**src/rtl/uvs_pkg.sv**
```systemverilog
// uvs_pkg: shared types and constants for the uv sphere triangle generator
// no dependencies
package uvs_pkg;

    localparam int RES_W      = 9;
    localparam int COORD_W    = 16;
    localparam int DEF_MAX_RES = 256;
    localparam int DEF_FRAC_BITS = 15;
    localparam logic [RES_W-1:0] RES_RESET = 9'd10;

    localparam int Q       = 30;
    localparam int QW      = 31;   // unsigned q30 value, below 2.0
    localparam logic [QW-1:0] Q30_ONE = 31'h4000_0000;
    localparam logic [QW-1:0] HALF_PI_Q30 = 31'd1686629713;

    typedef struct packed {
        logic signed [COORD_W-1:0] coord_x;
        logic signed [COORD_W-1:0] coord_y;
        logic signed [COORD_W-1:0] coord_z;
        logic                      triangle_sel;
        logic [1:0]                corner;
        logic                      last;
        logic                      mesh_done;
    } vertex_t;

    typedef struct packed {
        logic start;
        logic busy;
    } unit_ctl_t;

    // divisor k*(k-1) of the taylor horner step
    function automatic logic [7:0] taylor_div(input logic [3:0] k);
        logic [7:0] r;
        r = 8'(k) * 8'(k - 4'd1);
        return r;
    endfunction

endpackage

```
**src/rtl/uvs_if.sv**
```systemverilog
// uvs_if: valid/ready channel interfaces for the input and vertex streams
// depends on uvs_pkg
interface uvs_in_if;
    logic valid;
    logic ready;
    logic restart;
    modport source (output valid, output restart, input ready);
    modport sink   (input valid, input restart, output ready);
endinterface

interface uvs_out_if;
    logic valid;
    logic ready;
    uvs_pkg::vertex_t data;
    modport source (output valid, output data, input ready);
    modport sink   (input valid, input data, output ready);
endinterface

```
**src/rtl/uv_sphere_triangle_generator.sv**
```systemverilog
// uv_sphere_triangle_generator: top level, configuration register and
// sequencer; depends on uvs_pkg, uvs_if, uvs_seq
//
// usage: each beat on the input channel (restart bit) produces one grid cell
// of a unit uv sphere, six vertex beats on the output channel: triangle 0
// then triangle 1, three corners each, coordinates signed q1.15.
// resolution is to be written through cfg_we / cfg_data only while the
// block is idle; the block does not enforce this. zero acts as one,
// values above MAX_RES act as MAX_RES. one item is worked on at a time.
// four angles are each reduced by a bit-serial divider and evaluated by
// a taylor series using a shift-add multiplier and the divider per term;
// each vertex takes two more multiplies. a result waits in the output
// register while the receiver stalls; the sequencer holds before loading
// the next vertex until it is taken.
// reset returns resolution to 10 and the cell counters to cell zero.
module uv_sphere_triangle_generator #(
    parameter int MAX_RES   = uvs_pkg::DEF_MAX_RES,
    parameter int FRAC_BITS = uvs_pkg::DEF_FRAC_BITS
) (
    input  logic                      clk,
    input  logic                      rst_n,
    input  logic                      cfg_we,
    input  logic [uvs_pkg::RES_W-1:0] cfg_data,
    uvs_in_if.sink                    in_ch,
    uvs_out_if.source                 out_ch
);
    import uvs_pkg::*;

    logic [RES_W-1:0] res_reg, res_next;

    always_comb
    begin
        res_next = cfg_we ? cfg_data : res_reg;
    end

    always_ff @(posedge clk or negedge rst_n)
    begin
        if (!rst_n)
            res_reg <= RES_RESET;
        else
            res_reg <= res_next;
    end

    uvs_seq #(.MAX_RES(MAX_RES), .FRAC_BITS(FRAC_BITS)) u_seq (
        .clk(clk), .rst_n(rst_n), .resolution(res_reg),
        .in_valid(in_ch.valid), .in_ready(in_ch.ready), .in_restart(in_ch.restart),
        .out_valid(out_ch.valid), .out_ready(out_ch.ready), .out_data(out_ch.data)
    );

`ifndef SYNTHESIS
    a_cfg_take: assert property (@(posedge clk) disable iff (!rst_n)
        cfg_we |=> res_reg == $past(cfg_data)) else $error("config write lost");
    a_cfg_hold: assert property (@(posedge clk) disable iff (!rst_n)
        !cfg_we |=> $stable(res_reg)) else $error("config changed without write");
    a_out_hold: assert property (@(posedge clk) disable iff (!rst_n)
        out_ch.valid && !out_ch.ready |=> out_ch.valid && $stable(out_ch.data))
        else $error("stalled vertex beat changed");
`endif
endmodule

```
**src/rtl/uvs_serdiv.sv**
```systemverilog
// uvs_serdiv: bit-serial restoring divider, one quotient bit per cycle
// depends on nothing
module uvs_serdiv #(
    parameter int NW = 34,
    parameter int DW = 9
) (
    input  logic          clk,
    input  logic          rst_n,
    input  logic          start,
    input  logic [NW-1:0] num,
    input  logic [DW-1:0] den,
    output logic          busy,
    output logic [NW-1:0] quo,
    output logic [DW-1:0] rem
);
    localparam int CW = $clog2(NW + 1);

    logic [NW-1:0] quo_reg, quo_next;
    logic [DW:0]   rem_reg, rem_next;
    logic [DW-1:0] den_reg, den_next;
    logic [CW-1:0] cnt_reg, cnt_next;
    logic          busy_reg, busy_next;
    logic [DW:0]   trial;

    always_comb
    begin
        quo_next  = quo_reg;
        rem_next  = rem_reg;
        den_next  = den_reg;
        cnt_next  = cnt_reg;
        busy_next = busy_reg;
        trial     = {rem_reg[DW-1:0], quo_reg[NW-1]};
        if (start)
        begin
            quo_next  = num;
            rem_next  = '0;
            den_next  = den;
            cnt_next  = CW'(NW);
            busy_next = 1'b1;
        end
        else if (busy_reg)
        begin
            // shift one numerator bit in, subtract if it fits
            if (trial >= {1'b0, den_reg})
            begin
                rem_next = trial - {1'b0, den_reg};
                quo_next = {quo_reg[NW-2:0], 1'b1};
            end
            else
            begin
                rem_next = trial;
                quo_next = {quo_reg[NW-2:0], 1'b0};
            end
            cnt_next = cnt_reg - 1'b1;
            if (cnt_reg == CW'(1))
                busy_next = 1'b0;
        end
    end

    always_ff @(posedge clk or negedge rst_n)
    begin
        if (!rst_n)
        begin
            busy_reg <= 1'b0;
            cnt_reg  <= '0;
        end
        else
        begin
            busy_reg <= busy_next;
            cnt_reg  <= cnt_next;
        end
    end

    always_ff @(posedge clk)
    begin
        quo_reg <= quo_next;
        rem_reg <= rem_next;
        den_reg <= den_next;
    end

    assign busy = busy_reg;
    assign quo  = quo_reg;
    assign rem  = rem_reg[DW-1:0];

`ifndef SYNTHESIS
    a_cnt_live: assert property (@(posedge clk) disable iff (!rst_n)
        busy_reg |-> cnt_reg != '0) else $error("divider busy with zero count");
    a_rem_lt: assert property (@(posedge clk) disable iff (!rst_n)
        busy_reg && !start |-> rem_reg < {1'b0, den_reg})
        else $error("partial remainder not below divisor");
    a_start_busy: assert property (@(posedge clk) disable iff (!rst_n)
        start |=> busy_reg) else $error("divider did not start");
`endif
endmodule

```
**src/rtl/uvs_sermul.sv**
```systemverilog
// uvs_sermul: shift-add multiplier, one multiplier bit per cycle
// depends on nothing
module uvs_sermul #(
    parameter int AW = 32,
    parameter int BW = 32
) (
    input  logic             clk,
    input  logic             rst_n,
    input  logic             start,
    input  logic [AW-1:0]    a,
    input  logic [BW-1:0]    b,
    output logic             busy,
    output logic [AW+BW-1:0] prod
);
    localparam int CW = $clog2(BW + 1);

    logic [AW+BW-1:0] acc_reg, acc_next;
    logic [AW-1:0]    a_reg, a_next;
    logic [BW-1:0]    b_reg, b_next;
    logic [CW-1:0]    cnt_reg, cnt_next;
    logic             busy_reg, busy_next;
    logic [AW:0]      hi_sum;

    always_comb
    begin
        acc_next  = acc_reg;
        a_next    = a_reg;
        b_next    = b_reg;
        cnt_next  = cnt_reg;
        busy_next = busy_reg;
        hi_sum    = {1'b0, acc_reg[AW+BW-1:BW]} + (b_reg[0] ? {1'b0, a_reg} : '0);
        if (start)
        begin
            acc_next  = '0;
            a_next    = a;
            b_next    = b;
            cnt_next  = CW'(BW);
            busy_next = 1'b1;
        end
        else if (busy_reg)
        begin
            // add-and-shift right, lsb of multiplier first
            acc_next = {hi_sum, acc_reg[BW-1:1]};
            b_next   = b_reg >> 1;
            cnt_next = cnt_reg - 1'b1;
            if (cnt_reg == CW'(1))
                busy_next = 1'b0;
        end
    end

    always_ff @(posedge clk or negedge rst_n)
    begin
        if (!rst_n)
        begin
            busy_reg <= 1'b0;
            cnt_reg  <= '0;
        end
        else
        begin
            busy_reg <= busy_next;
            cnt_reg  <= cnt_next;
        end
    end

    always_ff @(posedge clk)
    begin
        acc_reg <= acc_next;
        a_reg   <= a_next;
        b_reg   <= b_next;
    end

    assign busy = busy_reg;
    assign prod = acc_reg;

`ifndef SYNTHESIS
    a_cnt_live: assert property (@(posedge clk) disable iff (!rst_n)
        busy_reg |-> cnt_reg != '0) else $error("multiplier busy with zero count");
    a_start_busy: assert property (@(posedge clk) disable iff (!rst_n)
        start |=> busy_reg) else $error("multiplier did not start");
    a_done: assert property (@(posedge clk) disable iff (!rst_n)
        busy_reg && !start && cnt_reg == CW'(1) |=> !busy_reg)
        else $error("multiplier overran");
`endif
endmodule

```
**src/rtl/uvs_seq.sv**
```systemverilog
// uvs_seq: cell sequencer; angle reduction, taylor sine/cosine and vertex
// products via shared serial uvs_serdiv and uvs_sermul; depends on uvs_pkg too
module uvs_seq #(
    parameter int MAX_RES   = uvs_pkg::DEF_MAX_RES,
    parameter int FRAC_BITS = uvs_pkg::DEF_FRAC_BITS
) (
    input  logic                       clk,
    input  logic                       rst_n,
    input  logic [uvs_pkg::RES_W-1:0]  resolution,
    input  logic                       in_valid,
    output logic                       in_ready,
    input  logic                       in_restart,
    output logic                       out_valid,
    input  logic                       out_ready,
    output uvs_pkg::vertex_t           out_data
);
    import uvs_pkg::*;

    localparam int IW = $clog2(MAX_RES + 1);     // counter width
    localparam int NW = IW + 3;                  // angle numerator width
    localparam int DNW = 62;                     // q30 angle numerator
    localparam int MW = 32;                      // signed magnitude word
    localparam int RSH_XY = 60 - FRAC_BITS;
    localparam int RSH_Z  = 30 - FRAC_BITS;
    localparam logic [63:0] FMAX = (64'd1 << FRAC_BITS) - 64'd1;

    typedef enum logic [15:0] {
        S_IDLE  = 16'h0001,
        S_QDIV  = 16'h0002,
        S_XMUL  = 16'h0004,
        S_XDIV  = 16'h0008,
        S_X2    = 16'h0010,
        S_TMUL  = 16'h0020,
        S_TDIV  = 16'h0040,
        S_SMUL  = 16'h0080,
        S_ANG   = 16'h0100,
        S_VMUL  = 16'h0200,
        S_VOUT  = 16'h0400,
        S_VWAIT = 16'h0800,
        S_WAIT1 = 16'h1000,
        S_WAIT2 = 16'h2000,
        S_WAIT3 = 16'h4000,
        S_WAIT4 = 16'h8000
    } state_t;

    state_t state_reg, state_next;

    logic [IW-1:0] ti_reg, ti_next, pj_reg, pj_next;
    logic [IW-1:0] n;
    logic [1:0]    ang_reg, ang_next;     // which of four angles
    logic          cosp_reg, cosp_next;   // 0 sine series, 1 cosine series
    logic [3:0]    k_reg, k_next;
    logic [1:0]    quad_reg, quad_next;
    logic [QW-1:0] x_reg, x_next, t_reg, t_next, us_reg, us_next;
    logic [MW-1:0] x2_reg, x2_next;       // x squared reaches about 2.47 in q30
    logic signed [MW-1:0] sc_reg [4], sc_next [4];  // sin t1, sin t2 ...
    logic signed [MW-1:0] cc_reg [4], cc_next [4];
    logic [2:0]    v_reg, v_next;
    logic          vpass_reg, vpass_next;  // 0 x product, 1 y product
    logic signed [COORD_W-1:0] cx_reg, cx_next, cy_reg, cy_next;
    logic          final_reg, final_next;
    vertex_t       vout_reg, vout_next;
    logic          vvalid_reg, vvalid_next;

    logic          d_start, m_start;
    unit_ctl_t     dctl, mctl;
    logic [DNW-1:0] d_num;
    logic [RES_W-1:0] d_den;
    logic [DNW-1:0] d_quo;
    logic [RES_W-1:0] d_rem;
    logic [MW-1:0] m_a, m_b;
    logic [2*MW-1:0] m_prod;
    logic [NW-1:0] ang_num;
    logic          a_sel, b_sel;
    logic signed [MW-1:0] ps, pc, fa, fb;
    logic          neg_p;
    logic [63:0]   mag, rnd;
    logic [QW-1:0] sub_v;

    assign n = (resolution == '0) ? IW'(1) :
               (resolution > RES_W'(MAX_RES) && RES_W > IW) ? IW'(MAX_RES) :
               (32'(resolution) > MAX_RES) ? IW'(MAX_RES) : IW'(resolution);

    assign dctl.start = d_start;
    assign mctl.start = m_start;

    uvs_serdiv #(.NW(DNW), .DW(RES_W)) u_div (
        .clk(clk), .rst_n(rst_n), .start(d_start), .num(d_num), .den(d_den),
        .busy(dctl.busy), .quo(d_quo), .rem(d_rem)
    );

    uvs_sermul #(.AW(MW), .BW(MW)) u_mul (
        .clk(clk), .rst_n(rst_n), .start(m_start), .a(m_a), .b(m_b),
        .busy(mctl.busy), .prod(m_prod)
    );

    // numerator of the current angle in quarter turns
    always_comb
    begin
        unique case (ang_reg)
            2'd0: ang_num = NW'(4) * NW'(ti_reg);
            2'd1: ang_num = NW'(4) * (NW'(ti_reg) + NW'(1));
            2'd2: ang_num = NW'(2) * NW'(pj_reg);
            default: ang_num = NW'(2) * (NW'(pj_reg) + NW'(1));
        endcase
    end

    // vertex angle selection: theta index, phi index per corner
    always_comb
    begin
        unique case (v_reg)
            3'd1, 3'd3, 3'd4: a_sel = 1'b1;
            default:          a_sel = 1'b0;
        endcase
        unique case (v_reg)
            3'd2, 3'd4, 3'd5: b_sel = 1'b1;
            default:          b_sel = 1'b0;
        endcase
        fa = vpass_reg ? sc_reg[{1'b0, a_sel}] : cc_reg[{1'b0, a_sel}];
        fb = sc_reg[{1'b1, b_sel}];
    end

    // sign-magnitude of the product, rounded, saturated
    function automatic logic signed [COORD_W-1:0] sat_field(
        input logic neg, input logic [63:0] m);
        logic [63:0] lim;
        logic signed [COORD_W-1:0] r;
        lim = neg ? FMAX + 64'd1 : FMAX;
        if (lim > 64'd32768 && neg) lim = 64'd32768;
        if (lim > 64'd32767 && !neg) lim = 64'd32767;
        if (m > lim) m = lim;
        r = neg ? -COORD_W'(m) : COORD_W'(m);
        return r;
    endfunction

    always_comb
    begin
        neg_p = fa[MW-1] ^ fb[MW-1];
        mag   = m_prod;
        rnd   = (mag + (64'd1 << (RSH_XY - 1))) >> RSH_XY;
        sub_v = (d_quo[QW-1:0] > Q30_ONE || d_quo[DNW-1:QW] != '0) ? '0 :
                Q30_ONE - d_quo[QW-1:0];
        ps = MW'(us_reg);
        pc = MW'(t_reg);
    end

    always_comb
    begin
        state_next  = state_reg;
        ti_next     = ti_reg;
        pj_next     = pj_reg;
        ang_next    = ang_reg;
        cosp_next   = cosp_reg;
        k_next      = k_reg;
        quad_next   = quad_reg;
        x_next      = x_reg;
        x2_next     = x2_reg;
        t_next      = t_reg;
        us_next     = us_reg;
        sc_next     = sc_reg;
        cc_next     = cc_reg;
        v_next      = v_reg;
        vpass_next  = vpass_reg;
        cx_next     = cx_reg;
        cy_next     = cy_reg;
        final_next  = final_reg;
        vout_next   = vout_reg;
        vvalid_next = vvalid_reg;
        d_start     = 1'b0;
        d_num       = '0;
        d_den       = RES_W'(n);
        m_start     = 1'b0;
        m_a         = '0;
        m_b         = '0;
        in_ready    = 1'b0;

        if (vvalid_reg && out_ready)
            vvalid_next = 1'b0;

        unique case (state_reg)
            S_IDLE:
            begin
                in_ready = 1'b1;
                if (in_valid)
                begin
                    if (in_restart || ti_reg >= n || pj_reg >= n)
                    begin
                        ti_next = '0;
                        pj_next = '0;
                    end
                    ang_next   = 2'd0;
                    state_next = S_WAIT1;
                end
            end
            S_WAIT1:
            begin
                // a / n gives quadrant and remainder
                d_start    = 1'b1;
                d_num      = DNW'(ang_num);
                final_next = (ti_reg == n - IW'(1)) && (pj_reg == n - IW'(1));
                state_next = S_QDIV;
            end
            S_QDIV:
                if (!dctl.busy)
                begin
                    quad_next  = d_quo[1:0];
                    m_start    = 1'b1;
                    m_a        = MW'(d_rem);
                    m_b        = MW'(HALF_PI_Q30);
                    state_next = S_XMUL;
                end
            S_XMUL:
                if (!mctl.busy)
                begin
                    d_start    = 1'b1;
                    d_num      = DNW'(m_prod);
                    state_next = S_XDIV;
                end
            S_XDIV:
                if (!dctl.busy)
                begin
                    x_next     = d_quo[QW-1:0];
                    m_start    = 1'b1;
                    m_a        = MW'(d_quo[QW-1:0]);
                    m_b        = MW'(d_quo[QW-1:0]);
                    state_next = S_X2;
                end
            S_X2:
                if (!mctl.busy)
                begin
                    x2_next    = MW'(m_prod >> Q);
                    t_next     = Q30_ONE;
                    k_next     = 4'd15;
                    cosp_next  = 1'b0;
                    state_next = S_WAIT2;
                end
            S_WAIT2:
            begin
                m_start    = 1'b1;
                m_a        = MW'(x2_reg);
                m_b        = MW'(t_reg);
                state_next = S_TMUL;
            end
            S_TMUL:
                if (!mctl.busy)
                begin
                    d_start    = 1'b1;
                    d_num      = DNW'(m_prod >> Q);
                    d_den      = RES_W'(taylor_div(k_reg));
                    state_next = S_TDIV;
                end
            S_TDIV:
                if (!dctl.busy)
                begin
                    t_next = sub_v;
                    k_next = k_reg - 4'd2;
                    if (k_reg == (cosp_reg ? 4'd2 : 4'd3))
                    begin
                        if (!cosp_reg)
                        begin
                            m_start    = 1'b1;
                            m_a        = MW'(x_reg);
                            m_b        = MW'(sub_v);
                            state_next = S_SMUL;
                        end
                        else
                            state_next = S_ANG;
                    end
                    else
                        state_next = S_WAIT2;
                end
            S_SMUL:
                if (!mctl.busy)
                begin
                    us_next    = QW'(m_prod >> Q);
                    t_next     = Q30_ONE;
                    k_next     = 4'd14;
                    cosp_next  = 1'b1;
                    state_next = S_WAIT2;
                end
            S_ANG:
            begin
                // quadrant symmetry
                unique case (quad_reg)
                    2'd0: begin sc_next[ang_reg] = ps;  cc_next[ang_reg] = pc;  end
                    2'd1: begin sc_next[ang_reg] = pc;  cc_next[ang_reg] = -ps; end
                    2'd2: begin sc_next[ang_reg] = -ps; cc_next[ang_reg] = -pc; end
                    default: begin sc_next[ang_reg] = -pc; cc_next[ang_reg] = ps; end
                endcase
                if (ang_reg == 2'd3)
                begin
                    v_next     = '0;
                    vpass_next = 1'b0;
                    state_next = S_WAIT3;
                end
                else
                begin
                    ang_next   = ang_reg + 2'd1;
                    state_next = S_WAIT1;
                end
            end
            S_WAIT3:
            begin
                m_start    = 1'b1;
                m_a        = MW'(fa[MW-1] ? -fa : fa);
                m_b        = MW'(fb[MW-1] ? -fb : fb);
                state_next = S_VMUL;
            end
            S_VMUL:
                if (!mctl.busy)
                begin
                    if (!vpass_reg)
                    begin
                        cx_next    = sat_field(neg_p && rnd != '0, rnd);
                        vpass_next = 1'b1;
                        state_next = S_WAIT3;
                    end
                    else
                    begin
                        cy_next    = sat_field(neg_p && rnd != '0, rnd);
                        state_next = S_VOUT;
                    end
                end
            S_VOUT:
                if (!vvalid_reg || out_ready)
                begin
                    vout_next.coord_x      = cx_reg;
                    vout_next.coord_y      = cy_reg;
                    vout_next.coord_z      = sat_field(cc_reg[{1'b1, b_sel}][MW-1],
                        64'((cc_reg[{1'b1, b_sel}][MW-1] ? -cc_reg[{1'b1, b_sel}]
                             : cc_reg[{1'b1, b_sel}]) + (MW'(1) << (RSH_Z - 1))) >> RSH_Z);
                    vout_next.triangle_sel = (v_reg >= 3'd3);
                    vout_next.corner       = (v_reg >= 3'd3) ? 2'(v_reg - 3'd3) : 2'(v_reg);
                    vout_next.last         = (v_reg == 3'd5);
                    vout_next.mesh_done    = (v_reg == 3'd5) && final_reg;
                    vvalid_next            = 1'b1;
                    state_next             = S_VWAIT;
                end
            S_VWAIT:
            begin
                if (v_reg == 3'd5)
                begin
                    if (pj_reg + IW'(1) >= n)
                    begin
                        pj_next = '0;
                        ti_next = (ti_reg + IW'(1) >= n) ? '0 : ti_reg + IW'(1);
                    end
                    else
                        pj_next = pj_reg + IW'(1);
                    state_next = S_WAIT4;
                end
                else
                begin
                    v_next     = v_reg + 3'd1;
                    vpass_next = 1'b0;
                    state_next = S_WAIT3;
                end
            end
            S_WAIT4:
                state_next = S_IDLE;
            default:
                state_next = S_IDLE;
        endcase
    end

    always_ff @(posedge clk or negedge rst_n)
    begin
        if (!rst_n)
        begin
            state_reg  <= S_IDLE;
            ti_reg     <= '0;
            pj_reg     <= '0;
            vvalid_reg <= 1'b0;
        end
        else
        begin
            state_reg  <= state_next;
            ti_reg     <= ti_next;
            pj_reg     <= pj_next;
            vvalid_reg <= vvalid_next;
        end
    end

    always_ff @(posedge clk)
    begin
        ang_reg   <= ang_next;
        cosp_reg  <= cosp_next;
        k_reg     <= k_next;
        quad_reg  <= quad_next;
        x_reg     <= x_next;
        x2_reg    <= x2_next;
        t_reg     <= t_next;
        us_reg    <= us_next;
        sc_reg    <= sc_next;
        cc_reg    <= cc_next;
        v_reg     <= v_next;
        vpass_reg <= vpass_next;
        cx_reg    <= cx_next;
        cy_reg    <= cy_next;
        final_reg <= final_next;
        vout_reg  <= vout_next;
    end

    assign out_valid = vvalid_reg;
    assign out_data  = vout_reg;

`ifndef SYNTHESIS
    a_units_excl: assert property (@(posedge clk) disable iff (!rst_n)
        !(dctl.start && mctl.start)) else $error("both units started at once");
    a_no_start_busy: assert property (@(posedge clk) disable iff (!rst_n)
        !(dctl.start && dctl.busy) && !(mctl.start && mctl.busy))
        else $error("unit restarted while busy");
    a_idle_ready: assert property (@(posedge clk) disable iff (!rst_n)
        in_ready |-> state_reg == S_IDLE) else $error("ready outside idle");
    a_cnt_range: assert property (@(posedge clk) disable iff (!rst_n)
        state_reg != S_IDLE |-> ti_reg < n && pj_reg < n)
        else $error("cell counter out of range");
`endif
endmodule
```
**src/flat_wrapper.sv**
```systemverilog
// flat-port wrapper written by rule: the top's interface ports become plain ports
module uv_sphere_triangle_generator_flat import uvs_pkg::*;
#(
    parameter int MAX_RES   = uvs_pkg::DEF_MAX_RES,
    parameter int FRAC_BITS = uvs_pkg::DEF_FRAC_BITS
)
  (clk, rst_n, cfg_we, cfg_data, in_ch_valid, in_ch_restart, in_ch_ready, out_ch_valid, out_ch_data, out_ch_ready);
  uvs_in_if in_ch_i ();
  uvs_out_if out_ch_i ();
  input  logic clk;
  input  logic rst_n;
  input  logic cfg_we;
  input  logic [uvs_pkg::RES_W-1:0] cfg_data;
  input wire logic [$bits(in_ch_i.valid)-1:0] in_ch_valid;
  input wire logic [$bits(in_ch_i.restart)-1:0] in_ch_restart;
  output wire logic [$bits(in_ch_i.ready)-1:0] in_ch_ready;
  output wire logic [$bits(out_ch_i.valid)-1:0] out_ch_valid;
  output wire logic [$bits(out_ch_i.data)-1:0] out_ch_data;
  input wire logic [$bits(out_ch_i.ready)-1:0] out_ch_ready;
  assign in_ch_i.valid = in_ch_valid;
  assign in_ch_i.restart = in_ch_restart;
  assign in_ch_ready = in_ch_i.ready;
  assign out_ch_valid = out_ch_i.valid;
  assign out_ch_data = out_ch_i.data;
  assign out_ch_i.ready = out_ch_ready;
  uv_sphere_triangle_generator #(.MAX_RES(MAX_RES), .FRAC_BITS(FRAC_BITS)) u_core (.clk(clk), .rst_n(rst_n), .cfg_we(cfg_we), .cfg_data(cfg_data), .in_ch(in_ch_i), .out_ch(out_ch_i));
endmodule
```
**config.mk**
```make
export PLATFORM = sky130hd
export DESIGN_NAME = uv_sphere_triangle_generator_flat
export DESIGN_NICKNAME = d
export VERILOG_FILES = /design/src/rtl/uvs_pkg.sv /design/src/rtl/uvs_if.sv /design/src/rtl/uv_sphere_triangle_generator.sv /design/src/rtl/uvs_serdiv.sv /design/src/rtl/uvs_sermul.sv /design/src/rtl/uvs_seq.sv /design/src/flat_wrapper.sv
export SDC_FILE = /design/constraint.sdc
export NUM_CORES = 2
export LEC_CHECK = 0
export BUFFER_PORTS_ARGS = -buffer_cell sky130_fd_sc_hd__buf_2
export CORE_UTILIZATION = 35
export DETAILED_ROUTE_END_ITERATION = 12
export RECOVER_POWER = 50
export SKIP_CTS_REPAIR_TIMING = 1
export SLEW_MARGIN = 10
export SYNTH_ARGS = -nofsm -noshare
export SYNTH_HDL_FRONTEND = slang
export SYNTH_HIERARCHICAL = 1
export SYNTH_SLANG_ARGS = --single-unit
export TNS_END_PERCENT = 100
```
**constraint.sdc**
```tcl
create_clock -name clk -period 6.7 [get_ports clk]
set_input_delay 0.67 -clock clk [delete_from_list [all_inputs] [get_ports clk]]
set_output_delay 0.67 -clock clk [all_outputs]
set_load 0.005 [all_outputs]
```
Yosys cells after proc, flatten, opt, wreduce, memory -nomap -nowiden
Index checks and enable logic that the tools add are counted.
- bits in registers: 746
- latch bits: 0
- RAM bits: 0
- memory bits (read-only): 0
- output and inout bits: 55
- word-level logic and storage cells: 356
- memories kept: 0
- add/sub/neg operators: 25
- multipliers: 1
- divide/modulo/power cells: 0
- $lt $le $gt $ge: 20
- equality and inequality tests: 47
- shifts and indexed selects: 0
- multiplexer cells: 160
- bitwise operators: 7
- reduce and logical (&&, ||, !) cells: 53
- operators with widths (operator ; count):
    $mux 64 ; 20
    $bwmux 128 ; 8
    $pmux 128 s3 ; 2
    $mux 32 ; 15
    $mux 16 ; 29
    $mux 31 ; 11
    $pmux 32 s5 ; 2
    $bmux 32 s2 ; 4
    $pmux 16 s14 ; 1
    $gt 64x15->1 const B ; 3
    $mux 62 ; 3
    $pmux 62 s3 ; 1
    $gt 19x64->1 ; 2
    $mux 9 ; 14
    $add 64x16->64 const B ; 1
    $add 64x45->64 const B ; 1
    $demux 32 s2 ; 1
    $gt 49x64->1 ; 1
    $neg 31->32 ; 2
    $neg 32->32 ; 2
    $neg 32->64 ; 1
    $reduce_bool 64->1 ; 1
    $pmux 31 s2 ; 1
    $neg 16->16 ; 3
    other kinds (78) ; 184

Logic depth before layout (Yosys ltp)
- depth after elaboration: 30
- depth in mapped cells: 35
- depth with buffers taken out: 30

Cells and area by module
The synthesis kept the hierarchy.
- modules (own cells, without submodules) (module ; times used ; cells each ; area each (sq um) ; seq. area each (sq um)):
    uvs_seq ; 1 ; 3963 ; 36068.3 ; 15290.9
    uvs_sermul ; 1 ; 643 ; 6879.1 ; 3378.2
    uvs_serdiv ; 1 ; 287 ; 4095.2 ; 2487.4
    uv_sphere_triangle_generator ; 1 ; 19 ; 374.1 ; 227.7

Worst setup path before layout
OpenSTA, ideal clock, no wires.
- path type: flip-flop to flip-flop
- from: register u_core.u_seq.v_reg[0]
- to: register u_core.u_seq.vout_reg, in the netlist u_core/u_seq/out_data[19] (data pin)
- arrival: 7.036 ns
- required time: 6.542 ns
- setup slack: -0.494 ns
- stages on the path, launching flop included: 35
- buffers on the path: 6
- period minus slack after synthesis: 7.194 ns
- cell sequence: edfxtp_1 -> inv_1 -> ha_1 -> or3b_1 -> buf_6 -> and3_4 -> a21oi_4 -> buf_2 -> buf_1 -> clkbuf_1 -> nor2_1 -> xnor2_1 -> ha_1 -> nand3_1 -> nor3_4 -> nand3_1 -> nand2_1 -> inv_1 -> ha_1 -> a21o_1 -> a21o_1 -> a21o_1 -> a21oi_1 -> nor2_1 -> a2111oi_0 -> a211oi_1 -> a41o_1 -> or2_2 -> buf_2 -> clkbuf_1 -> a21oi_1 -> ha_1 -> nand2_1 -> or4_1 -> a211oi_2
- word-level cells in the longest chain between the ends: 24
- elaborated cells on any way between the ends: 30
- those cells by class: add/sub (3); order compare (3); eq/ne (3); mux (16); bitwise (1); reduce/logical (4)
- ends and longest elaborated chain (item ; RTL line ; text):
    start, declared ; uvs_seq.sv:58 ; logic [2:0] v_reg, v_next;
    start signal, assigned ; uvs_seq.sv:396 ; v_reg <= v_next;
    $eq 3x3->1 or $eq 3x2->1 (tied branches) ; uvs_seq.sv:115 ; unique case (v_reg)
    $reduce_or 3->1 (*) ; uvs_seq.sv:115 ;
    $mux 1 (*) ; uvs_seq.sv:115 ;
    $not 2->3 (implied by the code) (*) ; uvs_seq.sv:329, uvs_seq.sv:330, uvs_seq.sv:331 ;
    $bmux 32 s2 (*) ; uvs_seq.sv:329, uvs_seq.sv:330, uvs_seq.sv:331 ;
    $mux 32 (implied by the code) (*) (2 in series) ; uvs_seq.sv:329, uvs_seq.sv:330, uvs_seq.sv:331 ;
    $mux 16 ; uvs_seq.sv:128 ; lim = neg ? FMAX + 64'd1 : FMAX;
    $gt 16x16->1 ; uvs_seq.sv:129 ; if (lim > 64'd32768 && neg) lim = 64'd32768;
    [... 7 more ...] ; -- ;
    $mux 64 ; uvs_seq.sv:325 ; if (!vvalid_reg || out_ready)
    $mux 64 ; uvs_seq.sv:180 ; unique case (state_reg)
    $gt 49x64->1 ; uvs_seq.sv:131 ; if (m > lim) m = lim;
    $mux 16 ; uvs_seq.sv:131 ;
    $mux 16 ; uvs_seq.sv:325 ;
    $mux 16 ; uvs_seq.sv:180 ;
    $neg 16->16 ; uvs_seq.sv:132 ; r = neg ? -COORD_W'(m) : COORD_W'(m);
    $mux 16 (*) ; uvs_seq.sv:132 ;
    end signal, assigned ; uvs_seq.sv:401 ; vout_reg <= vout_next;
    end, declared ; uvs_seq.sv:62 ; vertex_t vout_reg, vout_next;
Every way passes the cells marked *; elsewhere a longest branch is shown, timed or not. The select of a mux whose other input is x is not followed.
A chain may end at the register's enable or synchronous reset.

==> impl.org <==
** Outcome
- The run finished, with violations left.
- Violations in the final reports :: capacitance limit, slew limit

** Global route
- Wire length of the first global-routing pass :: 226,100 um
- Total global routing overflow :: 0
- The via count of the first global-routing pass came to 36,720.
- Global routing used between 20% and 30% of the available tracks.
- The initial antenna violation count was 4.
- Entering global routing, the biggest net connects 82 pins.

** Min path
- The path class of the tightest hold or removal check is input port to flip-flop.

** Setup path
- STA classifies the critical path startpoint as a flip-flop.
- Biggest fanout along the worst timing path :: 77
- Required time reported for the critical path endpoint :: ~7.1 ns
- Data arrival time of the worst path :: 6.74 ns
- Worst Setup End Kind :: flip-flop
- The critical path in this run is classified as flip-flop to flip-flop.

** Floorplan
- The initial utilization of the core area, before any placement, comes to 35.40%.
- The die covers roughly 0.14 mm^2.
- Die Y-Extent :: ~370 um
- Core box area :: roughly 0.13 mm^2
- The floorplan has 134 rows.
- The die is about 370 um wide.
- During I/O placement, the number of pins put on the boundary was 70.

** Timing
- Headroom to the max-slew limit came out at -136.5%.
- Final worst clock skew :: 0.03245 ns
- Timing would allow up to 157.6 MHz.
- Number of slew-limit violations in the final report :: approximately 750
- For the pin with the worst max-slew slack, the measured transition is ~3.5 ns.
- The number of endpoints with negative hold slack in the final report is 0.
- In the finished design, the share of the clock period the worst path needs comes to between 90% and 100%.
- Setup violations remaining at the end of the flow were counted as 0.
- Period minus WS final :: between 6 and 7 ns
- Final worst-path setup slack :: 0.3564 ns

** Synthesis
- Cell taking the most area after synthesis :: edfxtp_1
- Synthesized Nets :: around 5,100
- The number of different library cells used by synthesis comes to ~120.
- The synthesized design contains 746 register bits.
- Counting flops with a built-in enable in the synthesized netlist gives around 620.
- Of the post-synthesis cell area, the dominant cell type holds 38.95%.
- The mapped netlist covers roughly 0.047 mm^2.
- Averaged over all synthesized cells, the footprint is roughly 9.7 um^2.
- Yosys attributes the largest share of cell area to edfxtp_1 39%, o21ai_0 5.1%, ha_1 4.1%, nand2_1 4.1%, a21oi_1 4.1%.
- Commonest cells in the synthesized netlist :: 615 x edfxtp_1, 522 x nand2_1, 479 x o21ai_0
- Cell count after synthesis :: 4,912
- YS warnings :: 6
- Cell with the most instances after synthesis :: edfxtp_1
- Proportion of synthesized chip area in sequential cells :: around 45%
- After synthesis, the share of flip-flops with an asynchronous set or reset is just under 8%.
- The most used flip-flop cell after synthesis is edfxtp_1.

** Route
- The first routing iteration left 4,487 violations.
- In the routed design, unresolved DRC markers number 0.
- The first detailed-routing pass ran for 7 iterations.
- After detailed routing, the number of vias per cell comes to 5.858.
- The final route contains just under 40,000 vias.
- After detailed routing, the average wire length per cell comes to ~22 um.
- Wires add up to approximately 150,000 um.
- Once detail routing completed, the nets flagged for antenna violations numbered 0.

** Placed design
- I/O Buffers :: roughly 70
- Prior to clock tree synthesis, the placed netlist has a worst setup slack of -0.05789 ns.
- In this run, placement finished with an instance count of 6,546.
- Detailed placement finished with a half-perimeter wire length of 102,700 um.
- Routability-driven placement finished with a final weighted congestion of roughly 0.89.

** Power
- The share of total power dissipated in sequential elements is a little over two fifths.
- The internal power of the cells totals 10.40 mW.
- Total power after layout :: 15.82 mW
- In this run the static leakage power is between 15 and 20 nW.
- The clock network burns approximately a third of the power.
- Peak VDD IR :: between 0.2 and 0.3 mV
- Switch share :: 34.29%
- Power dissipated by switching net loads :: approximately 5.4 mW
- Share of total power in combinational logic :: a little over a quarter
- For this design the ratio of total power to cell area is approximately 300 mW/mm^2.

** Clock tree
- Clock tree sinks :: between 700 and 800
- Count of H-tree levels built during CTS :: 3
- The root buffer cell chosen for the clock tree is clkbuf_16.
- The clock passes through at most 3 buffers.
- Clock latency on the worst-skew pair, taken at its later pin, is around 0.71 ns.
- After clock tree synthesis, the clock-pin slew on the worst setup and hold paths is 0.06 ns.
- TritonCTS clock tree :: yes
- TritonCTS Buffers :: 87

** Finish
- The number of antenna diodes in the final layout is 0.
- The post-route netlist has 11.05% of its cells at a drive strength greater than 1.
- Excluding fillers, the count of instances in the completed layout stands at 6,718.
- Synth-to-layout area growth :: 11.27%
- Final-stage net count :: slightly above 5,000

** Job
- Maxcap violations :: 18
## power groups by stage
stage	combinational (mW)	sequential [mW]	clock [mW]
after global placement	4.12	6.65	0
after floorplan	3.14	6.31	0
after detailed placement	4.20	6.67	0
after CTS	4.22	6.58	5.12
after global routing	4.65	6.65	5.29
final	4.23	6.58	5.01
## worst max-delay path: stages (launching register included)
cell	delay, ns
edfxtp_1	0.38
clkbuf_1	1.70
clkbuf_1	2.60
a31oi_1	0.17
o21ai_0	0.95
o21ai_0	0.16
## cell families after synthesis
group	count (synthesis)	synth area share [%]
fa+ha+maj	166	4.523
compound gates	1415	18.73
flops	746	45.10
xor+xnor	233	4.320
buf+inv	466	3.837
mux	265	7.132
simple gates	1621	16.36
## final timing paths
path,startpoint,to,slack [ns],depth (start not counted)
setup / recovery,u_core/u_seq/quad_reg[0],flip-flop,0.36,5
hold / removal,cfg_data[0],u_core/res_reg[0],0.19,2
max in group asynchronous,rst_n,u_core/u_seq/u_mul/busy,3.08,2
hold reg to reg,u_core/u_seq/cx_reg[15],u_core/u_seq/out_data[52],0.39,0
setup reg to reg,u_core/u_seq/quad_reg[0],flip-flop,0.36,5
min in group asynchronous,rst_n,u_core/u_seq/u_mul/cnt_reg[0],1.23,2
## metrics by stage
step	util (%)	TNS, ns	hold slack, ns	area [um^2]
after floorplan	-	-0.01991	0.3744	47450
after global placement	37.21	0	0.4014	49850
after detailed placement	37.21	-0.05789	0.4052	49850
after CTS	39.44	-0.1371	0.1625	52830
after global routing	39.39	-0.01190	0.1643	52760
final	39.39	0	0.1950	52760
## cell type report
class | instances | area [um^2]
tap | 1768 | 2212
multi-input combinational | 3700 | 24420
timing repair buffer | 202 | 1232
clock buffer | 112 | 2342
sequential | 746 | 21390
clock inverter | 50 | 636.9
inverter | 140 | 529.3
fill | 13070 | 81200
## layout by cell type (no fill, tap or decap), types with 39 or more instances in the layout
cell and instances:
ha_1 150, dfxtp_1 72, o22ai_1 41, a222oi_1 43, edfxtp_1 615, nand3_1 95
nor4_1 54, nand2b_1 57, nand2_1 520, and2_1 82, mux2i_1 105, xor2_1 102
a21o_1 64, buf_4 100, inv_1 135, nor2_1 432, and3_1 39, clkbuf_1 81
clkbuf_16 88, o21ai_0 478, dfrtp_1 54, or3_1 43, mux4_2 44, mux2_2 104
xnor2_1 130, nor3_1 98, a21oi_1 388
## metal layers
metal	part of all wire [%]	GRT usage, %	vias to the layer above
met5	0.018	0	-
met4	3.3	7.208	4
met3	7.0	2.989	268
met2	46	33.09	1631
met1	44	29.66	19250
li1	-	-	18210
Power figures use the tool's default switching activity.
